**config.mk**
```make
export PLATFORM = sky130hd
export DESIGN_NAME = esc_back
export DESIGN_NICKNAME = d
export VERILOG_FILES = /design/src/rtl/esc_pkg.sv /design/src/rtl/esc_back.sv
export VERILOG_INCLUDE_DIRS = /design/src /design/src/rtl
export SDC_FILE = /design/constraint.sdc
export NUM_CORES = 1
export LEC_CHECK = 0
export BUFFER_PORTS_ARGS = -buffer_cell sky130_fd_sc_hd__buf_4
export CAP_MARGIN = 30
export CORE_MARGIN = 4
export CORE_UTILIZATION = 63
export CTS_BUF_LIST = sky130_fd_sc_hd__clkbuf_16
export DETAILED_ROUTE_END_ITERATION = 16
export PLACE_DENSITY = 0.77
export SLEW_MARGIN = 5
export SYNTH_ARGS = -nofsm -noshare
export SYNTH_HDL_FRONTEND = slang
export SYNTH_SLANG_ARGS = --single-unit
```
**constraint.sdc**
```tcl
create_clock -name clk -period 4.5 [get_ports clk]
set_input_delay 0.225 -clock clk [delete_from_list [all_inputs] [get_ports clk]]
set_output_delay 0.225 -clock clk [all_outputs]
set_load 0.005 [all_outputs]
```
**src/rtl/expression_syntax_checker_macros.svh**
```systemverilog
// ---------------------------------------------------------------------------
// Expression syntax checker assertion macros
// Shorthand for clocked assertions that are disabled while reset is active.
// ---------------------------------------------------------------------------
`ifndef EXPRESSION_SYNTAX_CHECKER_MACROS_SVH
`define EXPRESSION_SYNTAX_CHECKER_MACROS_SVH

// Same-cycle implication, checked at every rising edge out of reset.
`define ESC_ASSERT_NOW(label, clk, rst_n, ante, cons, msg) \
  label: assert property (@(posedge clk) disable iff (!rst_n) (ante) |-> (cons)) \
    else $error(msg);

// Next-cycle implication, checked at every rising edge out of reset.
`define ESC_ASSERT_NEXT(label, clk, rst_n, ante, cons, msg) \
  label: assert property (@(posedge clk) disable iff (!rst_n) (ante) |=> (cons)) \
    else $error(msg);

`endif

```
**src/rtl/esc_pkg.sv**
```systemverilog
`timescale 1ns / 1ps
// ---------------------------------------------------------------------------
// Expression syntax checker package
// Sizes, character codes, item classes, status codes and the queue structs.
// ---------------------------------------------------------------------------
package esc_pkg;

  // Stack and counter sizes.
  localparam int MAX_DEPTH   = 16;
  localparam int COUNT_BITS  = 12;
  localparam int PTR_BITS    = $clog2(MAX_DEPTH);

  // Queue between the classifier and the checker.
  localparam int QUEUE_DEPTH = 4;
  localparam int QPTR_BITS   = $clog2(QUEUE_DEPTH);
  localparam int QCNT_BITS   = QPTR_BITS + 1;

  // Character codes.
  localparam logic [7:0] CHR_NUL   = 8'h00;
  localparam logic [7:0] CHR_LF    = 8'h0A;
  localparam logic [7:0] CHR_ZERO  = 8'h30;
  localparam logic [7:0] CHR_NINE  = 8'h39;
  localparam logic [7:0] CHR_DOT   = 8'h2E;
  localparam logic [7:0] CHR_PLUS  = 8'h2B;
  localparam logic [7:0] CHR_MINUS = 8'h2D;
  localparam logic [7:0] CHR_STAR  = 8'h2A;
  localparam logic [7:0] CHR_SLASH = 8'h2F;
  localparam logic [7:0] CHR_OPEN  = 8'h28;
  localparam logic [7:0] CHR_CLOSE = 8'h29;

  // Class of one input item, as decided by the classifier.
  typedef enum logic [2:0] {
    CLS_OTHER = 3'd0,
    CLS_DIGIT = 3'd1,
    CLS_DOT   = 3'd2,
    CLS_OP    = 3'd3,
    CLS_OPEN  = 3'd4,
    CLS_CLOSE = 3'd5,
    CLS_EOL   = 3'd6
  } char_class_t;

  // Line status codes.
  typedef enum logic [2:0] {
    ST_OK       = 3'd0,
    ST_DOTS     = 3'd1,
    ST_OPERAND  = 3'd2,
    ST_NESTED   = 3'd3,
    ST_COUNT    = 3'd4,
    ST_OVERFLOW = 3'd5
  } status_t;

  // Write side of the queue.
  typedef struct packed {
    logic        valid;
    char_class_t cls;
  } q_push_t;

  // Head of the queue as seen by the checker.
  typedef struct packed {
    logic        valid;
    char_class_t cls;
  } q_head_t;

endpackage

```
**src/rtl/esc_back.sv**
```systemverilog
`timescale 1ns / 1ps
// ---------------------------------------------------------------------------
// Expression syntax checker back end
// Runs the per-level operand counts and bracket balance, and emits the status.
// ---------------------------------------------------------------------------
`include "expression_syntax_checker_macros.svh"

module esc_back (
  input  logic              clk,
  input  logic              rst_n,
  input  esc_pkg::q_head_t  head,
  output logic              pop,
  output logic              out_valid,
  input  logic              out_stall,
  output logic [2:0]        out_syntax_status,
  output logic              out_brackets_balanced
);
  import esc_pkg::*;

  localparam logic [COUNT_BITS-1:0] CNT_MAX = {COUNT_BITS{1'b1}};
  localparam logic signed [COUNT_BITS-1:0] BAL_MAX = {1'b0, {(COUNT_BITS-1){1'b1}}};
  localparam logic signed [COUNT_BITS-1:0] BAL_MIN = {1'b1, {(COUNT_BITS-1){1'b0}}};
  localparam logic [PTR_BITS-1:0] PTR_TOP = PTR_BITS'(MAX_DEPTH - 1);

  // Saved counts of the outer levels; the current level lives in cur_r.
  logic [COUNT_BITS-1:0]        stack_r [MAX_DEPTH];
  logic                         stk_we;
  logic [COUNT_BITS-1:0]        stk_wdata;

  logic [COUNT_BITS-1:0]        cur_r, cur_nxt;
  logic [PTR_BITS-1:0]          ptr_r, ptr_nxt;
  logic                         in_number_r, in_number_nxt;
  logic [1:0]                   dots_r, dots_nxt;
  logic                         latched_r, latched_nxt;
  status_t                      lstatus_r, lstatus_nxt;
  logic signed [COUNT_BITS-1:0] bal_r, bal_nxt;

  logic                         out_valid_r, out_valid_nxt;
  status_t                      out_status_r, out_status_nxt;
  logic                         out_bal_r, out_bal_nxt;

  logic                         out_free;
  logic                         fire;
  logic                         eol_fire;
  logic [1:0]                   dots_inc;
  status_t                      nest_code;

  // An end of line needs a free output slot; other items never wait.
  assign out_free = !out_valid_r || !out_stall;
  assign fire     = head.valid && (head.cls != CLS_EOL || out_free);
  assign eol_fire = fire && (head.cls == CLS_EOL);
  assign pop      = fire;
  assign dots_inc = dots_r + 1'b1;

  // Dot and operand errors found inside brackets report as a nested error.
  always_comb begin
    nest_code = ST_NESTED;
    if (ptr_r == '0) begin
      nest_code = ST_OPERAND;
      if (head.cls == CLS_DOT) begin
        nest_code = ST_DOTS;
      end
    end
  end

  // Checker state update for one item.
  always_comb begin
    cur_nxt       = cur_r;
    ptr_nxt       = ptr_r;
    in_number_nxt = in_number_r;
    dots_nxt      = dots_r;
    latched_nxt   = latched_r;
    lstatus_nxt   = lstatus_r;
    bal_nxt       = bal_r;
    stk_we        = 1'b0;
    stk_wdata     = cur_r + 1'b1;

    if (eol_fire) begin
      cur_nxt       = '0;
      ptr_nxt       = '0;
      in_number_nxt = 1'b0;
      dots_nxt      = '0;
      latched_nxt   = 1'b0;
      lstatus_nxt   = ST_OK;
      bal_nxt       = '0;
    end else if (fire) begin
      // Bracket balance runs for the whole line and sticks at its limits.
      if (bal_r != BAL_MAX && bal_r != BAL_MIN) begin
        if (head.cls == CLS_OPEN && !bal_r[COUNT_BITS-1]) begin
          bal_nxt = bal_r + 1'b1;
        end else if (head.cls == CLS_CLOSE) begin
          bal_nxt = bal_r - 1'b1;
        end
      end

      if (!latched_r) begin
        case (head.cls)
          CLS_DIGIT: begin
            if (!in_number_r) begin
              in_number_nxt = 1'b1;
              dots_nxt      = '0;
              if (cur_r == CNT_MAX) begin
                latched_nxt = 1'b1;
                lstatus_nxt = ST_OVERFLOW;
              end else begin
                cur_nxt = cur_r + 1'b1;
              end
            end
          end
          CLS_DOT: begin
            if (in_number_r) begin
              dots_nxt = dots_inc;
              if (dots_inc > 2'd1) begin
                latched_nxt = 1'b1;
                lstatus_nxt = nest_code;
              end
            end
          end
          CLS_OP: begin
            in_number_nxt = 1'b0;
            dots_nxt      = '0;
            if (cur_r == '0) begin
              latched_nxt = 1'b1;
              lstatus_nxt = nest_code;
            end else begin
              cur_nxt = cur_r - 1'b1;
            end
          end
          CLS_OPEN: begin
            in_number_nxt = 1'b0;
            dots_nxt      = '0;
            if (cur_r == CNT_MAX) begin
              latched_nxt = 1'b1;
              lstatus_nxt = ST_OVERFLOW;
            end else if (ptr_r == PTR_TOP) begin
              cur_nxt     = cur_r + 1'b1;
              latched_nxt = 1'b1;
              lstatus_nxt = ST_OVERFLOW;
            end else begin
              // Save the bracket as an operand of this level, open a new one.
              stk_we  = 1'b1;
              ptr_nxt = ptr_r + 1'b1;
              cur_nxt = '0;
            end
          end
          CLS_CLOSE: begin
            in_number_nxt = 1'b0;
            dots_nxt      = '0;
            if (ptr_r == '0) begin
              // A stray closing bracket at the top accepts the line early.
              latched_nxt = 1'b1;
              lstatus_nxt = ST_OK;
            end else begin
              ptr_nxt = ptr_r - 1'b1;
              cur_nxt = stack_r[ptr_r - 1'b1];
            end
          end
          default: begin
            in_number_nxt = 1'b0;
            dots_nxt      = '0;
          end
        endcase
      end
    end
  end

  // Result of a finished line.
  always_comb begin
    out_valid_nxt  = out_valid_r;
    out_status_nxt = out_status_r;
    out_bal_nxt    = out_bal_r;
    if (eol_fire) begin
      out_valid_nxt = 1'b1;
      out_bal_nxt   = (bal_r == '0);
      if (latched_r) begin
        out_status_nxt = lstatus_r;
      end else if (ptr_r != '0) begin
        out_status_nxt = ST_NESTED;
      end else if (cur_r != COUNT_BITS'(1)) begin
        out_status_nxt = ST_COUNT;
      end else begin
        out_status_nxt = ST_OK;
      end
    end else if (!out_stall) begin
      out_valid_nxt = 1'b0;
    end
  end

  // Control state.
  always_ff @(posedge clk) begin
    if (!rst_n) begin
      cur_r       <= '0;
      ptr_r       <= '0;
      in_number_r <= 1'b0;
      dots_r      <= '0;
      latched_r   <= 1'b0;
      lstatus_r   <= ST_OK;
      bal_r       <= '0;
      out_valid_r <= 1'b0;
    end else begin
      cur_r       <= cur_nxt;
      ptr_r       <= ptr_nxt;
      in_number_r <= in_number_nxt;
      dots_r      <= dots_nxt;
      latched_r   <= latched_nxt;
      lstatus_r   <= lstatus_nxt;
      bal_r       <= bal_nxt;
      out_valid_r <= out_valid_nxt;
    end
  end

  // Result payload.
  always_ff @(posedge clk) begin
    out_status_r <= out_status_nxt;
    out_bal_r    <= out_bal_nxt;
  end

  // Saved level counts.
  always_ff @(posedge clk) begin
    if (stk_we) begin
      stack_r[ptr_r] <= stk_wdata;
    end
  end

  assign out_valid             = out_valid_r;
  assign out_syntax_status     = out_status_r;
  assign out_brackets_balanced = out_bal_r;

  // A finished line leaves the checker at the top level with nothing latched.
  `ESC_ASSERT_NEXT(a_eol_clears, clk, rst_n, eol_fire, (ptr_r == '0) && !latched_r && (cur_r == '0) && (bal_r == '0), "line end did not clear the checker")
  // A latched verdict holds until the line ends.
  `ESC_ASSERT_NEXT(a_latch_holds, clk, rst_n, latched_r && !eol_fire, latched_r && $stable(lstatus_r), "latched verdict changed within a line")
  // The bracket balance sticks once it reaches its upper limit.
  `ESC_ASSERT_NEXT(a_bal_sticks, clk, rst_n, (bal_r == BAL_MAX) && !eol_fire, bal_r == BAL_MAX, "bracket balance left its upper limit")
  // Until a verdict is latched, the balance never goes negative while the stack is deeper than the top.
  `ESC_ASSERT_NOW(a_bal_vs_ptr, clk, rst_n, !latched_r && (ptr_r != '0), !bal_r[COUNT_BITS-1], "open level with negative bracket balance")

endmodule
```
# Word-level counts from Yosys, hierarchy flattened
# Memory sizes are Yosys's and may differ from the RTL's.
# Index checks and enable logic that the tools add are counted.
# totals
regBits	40
latchBits	0
mem_bits_rw	192
mem_bits_ro	0
inputBits	7
output_inout_bits	6
memories	1
# classes
n_addsub	7
n_mul	0
div_mod_pow	0
n_lt_le_gt_ge	1
n_eq_ne	25
shifts	0
n_mux	51
bitwise	3
n_reduce_logical	24
# memory_table
name	depth	word_bits	read_ports	rd_ports_with_merged_regs	wr	line_no	rtl
stack_r	16	12	1	0	1	esc_back.sv:26	logic [COUNT_BITS-1:0] stack_r [MAX_DEPTH];
# ops
op	n
12-bit two-way mux	8
12-bit one-hot mux with 4 select lines	1
3-bit two-way mux	11
12-bit by 1-bit adder with 12-bit output, second input constant	2
12-bit zero test	2
12-bit inequality test, second input constant	2
12-bit by 1-bit subtractor with 12-bit output, second input constant	2
2-bit inequality test, second input constant	10
1-bit two-way mux	19
3-bit one-hot mux with 5 select lines	1
12-bit equality test, second input constant	1
4-bit two-way mux	3
12-bit by 1-bit inequality test with 1-bit output, second input constant	1
10-bit AND reduction	1
3-bit equality test, second input constant	3
2-bit two-way mux	4
4-bit one-hot mux with 2 select lines	1
8-bit AND reduction	1
4-bit nonzero test	2
3-bit by 2-bit equality test with 1-bit output, second input constant	2
3-bit AND reduction	2
6-bit AND reduction	1
1-bit one-hot mux with 5 select lines	1
5-bit nonzero test	1
19 further kinds	29

# Depth between registers and ports, before layout
# Gate-level depths: netlist of run 1.
# depth
word_depth	9
mapped_depth	13
mapped_depth_nobuf	10

# Worst setup path before layout of run 1
# OpenSTA, ideal clock, no wires.
# synth_path
path_type	flip-flop to flip-flop
start	register ptr_r[0]
end	register cur_r[8]
arrival_time_ns	3.040
t_required_ns	4.379
setup_slack_ns	1.339
stages_incl_launch_ff	12
path_buffers	5
path_cell_list	dfxtp_1 buf_6 buf_4 buf_2 inv_1 ha_1 buf_2 clkbuf_1 mux4_2 mux4_2 a21boi_0 a21oi_1
# synth_via
elab_chain_len	4
# synth_rtl
element	line_no	rtl
start, declared	esc_back.sv:31	logic [PTR_BITS-1:0] ptr_r, ptr_nxt;
start signal, assigned	esc_back.sv:202	ptr_r <= ptr_nxt;
4-bit by 1-bit subtractor with 4-bit output / 4-bit equality test (equally long branches)	esc_back.sv:155, esc_back.sv:135	
memory 16 x 12 bit / 12-bit two-way mux (equally long branches)	--	
12-bit two-way mux (on tied branches)	esc_back.sv:149, esc_back.sv:132	
12-bit one-hot mux with 4 select lines	esc_back.sv:97	case (head.cls)
end signal, assigned	esc_back.sv:201	cur_r <= cur_nxt;
end, declared	esc_back.sv:30	logic [COUNT_BITS-1:0] cur_r, cur_nxt;
# Parallel ways exist; a longest one is shown, timed or not. The select of a mux whose other input is x is not followed.
# A chain may end at the register's enable or synchronous reset.

# Worst setup path in the final report of run 1
# Ends and elaborated chain as after synthesis.

==> results of run 1 <==
-- cells in the final DEF (no fill, tap or decap), types with 6 or more instances in the layout --
| master | netlist | routed |
|---|---|---|
| conb_1 | 1 | 12 |
| mux2i_1 | 9 | 9 |
| nor3_1 | 16 | 12 |
| o21ai_0 | 26 | 26 |
| nand3_1 | 10 | 10 |
| clkbuf_16 | 0 | 24 |
| dfxtp_1 | 36 | 35 |
| xnor2_1 | 16 | 15 |
| edfxtp_1 | 196 | 196 |
| a211oi_1 | 6 | 6 |
| xor2_1 | 11 | 10 |
| nand2_1 | 37 | 37 |
| buf_4 | 6 | 43 |
| nor2_1 | 43 | 43 |
| inv_1 | 16 | 21 |
| a21oi_1 | 39 | 39 |
| mux4_2 | 58 | 58 |
| nand2b_1 | 7 | 7 |
| ha_1 | 19 | 18 |
-- cells by family after synthesis --
group,count (synthesis),synth area share
other,1,0.000354
xor gates and xnor gates,27,0.0223
buffers and inverters,59,0.0260
and+or+nand+nor,162,0.0826
DFF,232,0.624
adders and majority gates,20,0.0243
AOI/OAI and AO/OA,132,0.0854
muxes,70,0.135
-- where the power goes --
| part | switching (W) | internal [W] | leakage, nW |
|---|---|---|---|
| clock network | 0.000793 | 0.00120 | 0.406 |
| logic | 0.000283 | 0.000222 | 1.52 |
| registers | 0.0000419 | 0.00237 | 2.14 |
| total | 0.00112 | 0.00379 | 4.06 |
-- worst max path at each step --
stage	cells past startpoint	slack, ns	to	start
after CTS	7	1.27	cur_r[8]	ptr_r[0]
after detailed placement	10	1.18	bal_r[11]	head[0]
after global routing	7	1.08	cur_r[8]	ptr_r[0]
final	7	1.31	cur_r[8]	ptr_r[0]
after global placement	10	1.32	bal_r[11]	head[0]
after floorplan	11	1.34	cur_r[8]	ptr_r[0]
-- layer usage --
metal | up-vias | global-route usage | wire (µm)
li1 | 2857 | - | -
met1 | 3216 | 0.376 | 9390
met2 | 371 | 0.414 | 11500
met3 | 54 | 0.0500 | 2110
met4 | 0 | 0.0682 | 732
met5 | - | 0 | 0
-- final cells by class --
class | count | share of cell area
Tap cell | 220 | 0.0231
Sequential cell | 232 | 0.555
Inverter | 17 | 0.00536
Clock buffer | 24 | 0.0505
Clock inverter | 19 | 0.0165
Multi-Input combinational cell | 423 | 0.318
Timing Repair Buffer | 46 | 0.0312
-- flip-flops by register name, indices dropped and copies added (netlist names) --
name	count
dots_r	2
cur_r	12
in_number_r	1
out_brackets_balanced	1
ptr_r	4
out_valid	1
latched_r	1
lstatus_r	3
out_syntax_status	3
stack_r	192
bal_r	12
-- through the flow --
stage / util / power (W)
3_5_place_dp: 0.666 / 0.00294
4_1_cts: 0.715 / 0.00491
5_1_grt: 0.720 / 0.00509
3_3_place_gp: 0.665 / 0.00292
6_report: 0.720 / 0.00491
2_1_floorplan: - / 0.00282
-- what timing repair did --
action | in CTS | in global routing
buffers inserted | 0 | 0
hold buffers | 1 | 0
hold endpoints to repair | 1 | 0
-- worst max-delay path: cells and delay by family (launching register included) --
family                     cells  cell delay [ns]
DFF                            1             0.54
muxes                          2             0.81
buffers and inverters          2             0.52
AOI/OAI and AO/OA              2             0.31
adders and majority gates      1             0.84
==> summary.txt, run 1 <==
CP Class = reg -> reg
Placed Cells incl. Taps = 928
WHS Endpoint = latched_r
Routed Antenna Nets = 0
die area = 18900 µm²
DP Worst Slack = 1.18 ns
kind of end point of the critical path = flip-flop
most frequent cells after synthesis = edfxtp_1 (196), mux4_2 (58), nor2_1 (43), a21oi_1 (39), nand2_1 (37)
top cells by area, synth = edfxtp_1 (56%), mux4_2 (12%), dfxtp_1 (6.8%)
HP Start = head[3]
Max-Cap Viols = 0
Slew Limit Fails = 0
Root Driver = clkbuf_16
cell area after layout = 11900 µm²
fin crit share = 0.710
post_cts resized = 0
DRT Pass-1 Iters = 6
vias per std cell = 6.62
PwrDens = 412 nW/µm²
Routed WL = 23.7 mm
Post-Syn Instances = 703
die width = 138 µm
Final GP Congestion = 0.891
Max Clock Freq = 0.313 GHz
worst hold path type = in -> reg
I/O pin total = 13
CP Launch Type = flip-flop
# fillers = 1019
slew at the pin with the worst max-slew slack = 0.815 ns
top-count cell post-synth = edfxtp_1
ys flop type = edfxtp_1
CTS clk-pin slew, worst paths = 0.06 ns
Worst Path Arrival = 3.55 ns
setup TNS = 0 ns
crit-path max cell delay = 0.84 ns
Seq/Total Area, Yosys = 0.624
fin cells = 981
post-place instance area = 11000 µm²
Yosys warning count = 0
reg2reg end = cur_r[8]
Final Skew = 0.0154 ns
Hold WS = 0.0301 ns
EDFF count, synth = 196
Max IR drop VDD = 0.513 mV
grt ovf = 0
GRT Util Overall = 0.261
Worst-Skew Late Latency = 0.52 ns
critical path fanouts, max = 27
hold path depth = 3
FF+latch count, synth = 232
CTS max path bufs = 3
site row count = 47
number of port buffers = 12
RSZ-0062 raised after global routing = no
Final nets = 771
vias in the first global route = 6213
1st-iter DRT viols = 869
most used cell along the critical path = mux4_2
TritonCTS Buffers = 24
initial antenna violation count = 0
clk sink count = 232
CTS tree = done
synthesized area = 10600 µm²
largest net degree at the start of global routing = 37
fraction of registers with async set/reset = 0
Tmin final = 3.19 ns
syn_area_per_cell = 15.1 µm²
reg-to-reg setup timing slack = 1.31 ns
Initial Utilization = 0.641
P&R area growth vs syn = 12.4%
FF+latch area = 6610 µm²
dpl hpwl = 14.8 mm
via count = 6498
first-pass GRT wire length = 36.8 mm
# setup viols final = 0
Ant. Diodes = 0
LEAKAGE = 4.06 nW
H-tree depth = 1
WL per Instance = 24.2 µm
area of the multi-input gates = 3790 µm²
Die Ht = 138 µm
R2R Path Start = ptr_r[0]
cell type with the largest total area after synthesis = edfxtp_1
Cell variety after synth = 76
Worst path slowest cell = ha_2
setup slack after layout = 1.31 ns
share of layout cells above drive strength 1 = 0.216
Worst slew margin = 0.456
status = completed
R2R depth = 7
critical path required time = 4.86 ns
Fin. Hold Viols = 0
DRC viols = 0
core area = 16500 µm²
top-area cell type share of the netlist area = 0.556
crit path cell chain = inv_1 > ha_2 > buf_4 > mux4_2 > mux4_2 > a21boi_0 > a21oi_1
(Power assumes the default switching activity.)
==> run 2: changes to the inputs <==
ABC_AREA = 1   (was unset)
CORE_UTILIZATION = 57   (was 63)
PLACE_DENSITY = 0.73   (was 0.77)
clock period = 2.8 ns   (was 4.5 ns; I/O delays follow)
==> summary.txt, run 2 <==
cell area after layout = 12500 µm²
crit-path max cell delay = 0.46 ns
Final GP Congestion = 0.991
TritonCTS Buffers = 25
fraction of registers with async set/reset = 0
FF+latch area = 6610 µm²
most frequent cells in the layout = nand2_1 (268), nor2_1 (199), edfxtp_1 (196), nand3_1 (131), inv_1 (80)
PwrDens = 648 nW/µm²
Max Clock Freq = 0.407 GHz
setup slack after layout = 0.344 ns
cell type with the largest total area after synthesis = edfxtp_1
WL per Instance = 18.3 µm
1st-iter DRT viols = 898
area of the multi-input gates = 3940 µm²
Initial Utilization = 0.583
EDFF count, synth = 196
die area = 21600 µm²
Max-Cap Viols = 0
largest net degree at the start of global routing = 102
number of port buffers = 12
fin util = 0.660
Root Driver = clkbuf_16
LEAKAGE = 5.08 nW
CP Launch Type = flip-flop
CTS max path bufs = 3
# setup viols final = 0
I/O pin total = 13
dpl hpwl = 17.8 mm
CTS clk-pin slew, worst paths = 0.06 ns
Worst Path Arrival = 2.84 ns
vias per std cell = 5.65
delay-heaviest family, CP = simple AND/OR/NAND/NOR gates
Routed WL = 27.8 mm
H-tree depth = 1
top cells by area, synth = edfxtp_1 (53%), nand2_1 (9.1%), nor2_1 (6.8%)
CP Class = reg -> reg
die width = 147 µm
clk sink count = 232
DP Worst Slack = 0.455 ns
Post-CTS Hold Buffers = 2
Worst path slowest cell = fa_1
worst hold path type = in -> reg
worst path bufs/invs = 2
Slew Limit Fails = 0
Tmin final = 2.46 ns
most used cell along the critical path = nand2_1
P&R area growth vs syn = 13.2%
Largest regs = stack_r (192), bal_r (12), cur_r (12)
GRT Util Overall = 0.255
Final Skew = 0.0161 ns
Die Ht = 147 µm
Largest register FFs = 192
synthesized area = 11000 µm²
setup TNS = 0 ns
via count = 8595
post_cts resized = 0
Yosys warning count = 0
kind of end point of the critical path = flip-flop
fin crit share = 0.877
slew at the pin with the worst max-slew slack = 0.700 ns
# fillers = 1501
Design Power = 0.00808 W
syn_area_per_cell = 9.29 µm²
Post-Syn Instances = 1187
core area = 18900 µm²
most frequent cells after synthesis = nand2_1 (268), nor2_1 (199), edfxtp_1 (196), nand3_1 (131), o21ai_0 (76)
Seq/Total Area, Yosys = 0.599
grt ovf = 0
ys flop type = edfxtp_1
Max IR drop VDD = 0.467 mV
DRC viols = 0
top-count cell post-synth = nand2_1
most common cell after layout, fill and taps aside = nand2_1
top-area cell type share of the netlist area = 0.534
Largest Register = stack_r
DRT Pass-1 Iters = 5
Cell variety after synth = 43
first-pass GRT wire length = 43.7 mm
Worst-Skew Late Latency = 0.52 ns
share of layout cells above drive strength 1 = 0.0905
site row count = 50
Final nets = 1268
status = completed
crit path cell chain = inv_1 > nand2_1 > inv_2 > fa_1 > o21ai_0 > nand4_1 > nand2_1 > xor2_1 > a21oi_1
critical path required time = 3.18 ns
post-place instance area = 11700 µm²
Routed Antenna Nets = 0
Worst slew margin = 0.533
FF+latch count, synth = 232
Fin. Hold Viols = 0
postcts setup bufs = 0
RSZ-0062 raised after global routing = no
CTS tree = done
initial antenna violation count = 0
critical path fanouts, max = 12
vias in the first global route = 8111
[run 2: changes by cell type in the layout (fill, tap and decap cells not counted), moves of 11 or more]
cell / change
buf_4: +11
inv_1: +59
mux4_2: -58
nand2_1: +231
nand3_1: +121
nor2_1: +156
o21ai_0: +50
o21ai_1: +17
[run 2: metal layers]
metal | global-route usage | part of all wire | wire [µm]
met1 | 0.365 | 0.42 | 11800
met2 | 0.410 | 0.46 | 12800
met3 | 0.0330 | 0.082 | 2280
met4 | 0.0801 | 0.032 | 892
met5 | 0 | 0 | 0
[run 2: through the flow]
stage	instances	hold slack, ns
2_1_floorplan	1198	0.294
3_3_place_gp	1471	0.417
3_5_place_dp	1472	0.425
4_1_cts	1519	0.0681
5_1_grt	1519	0.147
6_report	1520	0.0869
[run 2: logic make-up after synthesis]
kind of cell	share of synthesized area
AOI/OAI and AO/OA	0.0717
adders and majority gates	0.0234
and+or+nand+nor	0.244
DFF	0.599
other	0.000340
xor gates and xnor gates	0.0134
buffers and inverters	0.0476
[run 2: path summary, 6_finish.rpt]
path | start | endpoint | slack, ns | cells past startpoint
setup / recovery | bal_r[11] | bal_r[8] | 0.34 | 9
hold / removal | head[0] | lstatus_r[1] | 0.09 | 5
setup reg to reg | bal_r[11] | bal_r[8] | 0.34 | 9
hold reg to reg | lstatus_r[2] | lstatus_r[2] | 0.49 | 2
[run 2: report_power, final]
group | internal [W] | switching (W) | total (W)
registers | 0.00384 | 0.0000521 | 0.00389
clock network | 0.00180 | 0.00129 | 0.00308
logic | 0.000343 | 0.000768 | 0.00111
total | 0.00598 | 0.00211 | 0.00808
[run 2: layout make-up]
cell class	count	area share
sequential	232	0.530
antenna	1	0.000201
clock inverter	20	0.0109
tap	260	0.0261
multi-input combinational	840	0.316
clock buffer	25	0.0501
inverter	81	0.0244
timing repair buffer	61	0.0427
[run 2: worst register-to-register path, stage by stage, from the launching register on]
cell and delay, ns:
dfxtp_1 0.41, inv_1 0.09, nand2_1 0.41, inv_2 0.10, fa_1 0.46, o21ai_0 0.37, nand4_1 0.14, nand2_1 0.11
xor2_1 0.15, a21oi_1 0.08
==> run 3: changes to the inputs <==
PLACE_DENSITY = 0.84   (was 0.73)
SETUP_SLACK_MARGIN = 0.3   (was unset)
==> summary.txt, run 3 (synthesized netlist as in run 2, its figures left out) <==
status = completed
Die Ht = 147 µm
reg2reg end = cur_r[10]
Ant. Diodes = 0
initial antenna violation count = 0
share of layout cells above drive strength 1 = 0.0909
postcts setup bufs = 0
CTS clk-pin slew, worst paths = 0.06 ns
Routed Antenna Nets = 0
vias per std cell = 5.80
clk sink count = 232
crit-path max cell delay = 0.48 ns
Initial Utilization = 0.583
via count = 8774
M3 GR Usage = 0.0305
crit path cell chain = inv_1 > ha_1 > buf_4 > nand3_1 > a21oi_1 > o21ai_0 > nand2_1 > nand2_1 > nand2_1 > inv_1
Root Driver = clkbuf_16
grt peak-use layer = met2
Tmin final = 2.44 ns
Worst Path Arrival = 2.86 ns
Largest Register = stack_r
GRT Util Overall = 0.250
Final Skew = 0.0179 ns
WL per Instance = 18.4 µm
CTS tree = done
R2R depth = 10
# fillers = 1417
Slew Limit Fails = 0
setup TNS = 0 ns
DRC viols = 0
Fin. Hold Viols = 0
HP Start = head[0]
M2 GR Usage = 0.410
Largest regs = stack_r (192), bal_r (12), cur_r (12)
area of the multi-input gates = 3940 µm²
LEAKAGE = 5.07 nW
largest net degree at the start of global routing = 102
Worst path slowest cell = buf_4
Worst slew margin = 0.404
reg-to-reg setup timing slack = 0.36 ns
Max-Cap Viols = 0
I/O pin total = 13
most common cell after layout, fill and taps aside = nand2_1
CTS max path bufs = 3
CP Class = reg -> reg
H-tree depth = 1
TritonCTS Buffers = 23
site row count = 50
Routed WL = 27.9 mm
critical path fanouts, max = 46
most frequent cells in the layout = nand2_1 (267), nor2_1 (199), edfxtp_1 (196), nand3_1 (131), inv_1 (77)
fin crit share = 0.873
fin util = 0.660
Largest register FFs = 192
first-pass GRT wire length = 43.3 mm
hold path depth = 5
R2R Path Start = ptr_r[1]
vias in the first global route = 8226
worst path bufs/invs = 3
DRT Pass-1 Iters = 8
Final GP Congestion = 0.985
die area = 21600 µm²
PwrDens = 652 nW/µm²
grt ovf = 0
1st-iter DRT viols = 1230
FF+latch area = 6610 µm²
Max IR drop VDD = 0.410 mV
worst hold path type = in -> reg
number of port buffers = 12
slew at the pin with the worst max-slew slack = 0.885 ns
RSZ-0062 raised after global routing = yes
# setup viols final = 0
WHS Endpoint = lstatus_r[1]
die width = 147 µm
kind of end point of the critical path = flip-flop
delay-heaviest family, CP = buffers and inverters
Final nets = 1264
core area = 18900 µm²
Setup crit start = ptr_r[1]
Max Clock Freq = 0.409 GHz
CP Launch Type = flip-flop
most used cell along the critical path = nand2_1
P&R area growth vs syn = 13.2%
critical path required time = 3.22 ns
GR Layer Usage met1 = 0.344
Worst-Skew Late Latency = 0.53 ns
dpl hpwl = 17.8 mm
-- run 3: worst register-to-register path, delay by kind of cell (launching register included) --
family / cells / cell delay [ns]
buf+inv: 3 / 0.63
compound gates: 2 / 0.56
simple gates: 4 / 0.40
flops: 1 / 0.38
fa+ha+maj: 1 / 0.35
-- run 3: final cells by class --
cell class / count / area share
sequential: 232 / 0.530
tap: 260 / 0.0261
multi-input combinational: 840 / 0.316
clock inverter: 19 / 0.0155
timing repair buffer: 59 / 0.0415
inverter: 81 / 0.0247
clock buffer: 23 / 0.0461
-- run 3: worst max path at each step --
stage                                to  cells past startpoint  slack (ns)
final                         cur_r[10]                     10        0.36
after detailed placement       cur_r[5]                     11        0.41
after CTS                      cur_r[6]                     11        0.38
after global placement    stack_r[9][1]                      5        0.50
after global routing          cur_r[10]                     10        0.24
after floorplan               cur_r[11]                     17        0.45
-- run 3: where the power goes --
| part | internal (W) | switching (W) | leakage [nW] | total [W] |
|---|---|---|---|---|
| Sequential | 0.00384 | 0.0000524 | 2.10 | 0.00389 |
| Combinational | 0.000336 | 0.000764 | 2.57 | 0.00110 |
| Clock | 0.00187 | 0.00128 | 0.393 | 0.00315 |
| Total | 0.00604 | 0.00210 | 5.07 | 0.00814 |
-- run 3: metrics by stage --
stage                     setup WS, ns  instances  hold slack [ns]  instance area [µm²]  power (W)
after floorplan                  0.445       1198            0.294                11100    0.00467
after global placement           0.505       1468            0.425                11600    0.00498
after detailed placement         0.408       1468            0.428                11600    0.00501
after CTS                        0.384       1512           0.0551                12400    0.00813
after global routing             0.243       1514            0.109                12500    0.00841
final                            0.356       1514           0.0639                12500    0.00814
-- run 3: layer usage --
metal | part of all wire | vias up
li1 | - | 4103
met1 | 0.38 | 4085
met2 | 0.48 | 492
met3 | 0.091 | 94
met4 | 0.043 | 0
met5 | 0 | -
-- run 3: what timing repair did --
item,4_1_cts,5_1_grt
endpoints found under the setup margin,0,9
gates resized for setup,0,3
hold buffers,2,0
endpoints found under the hold margin,5,0
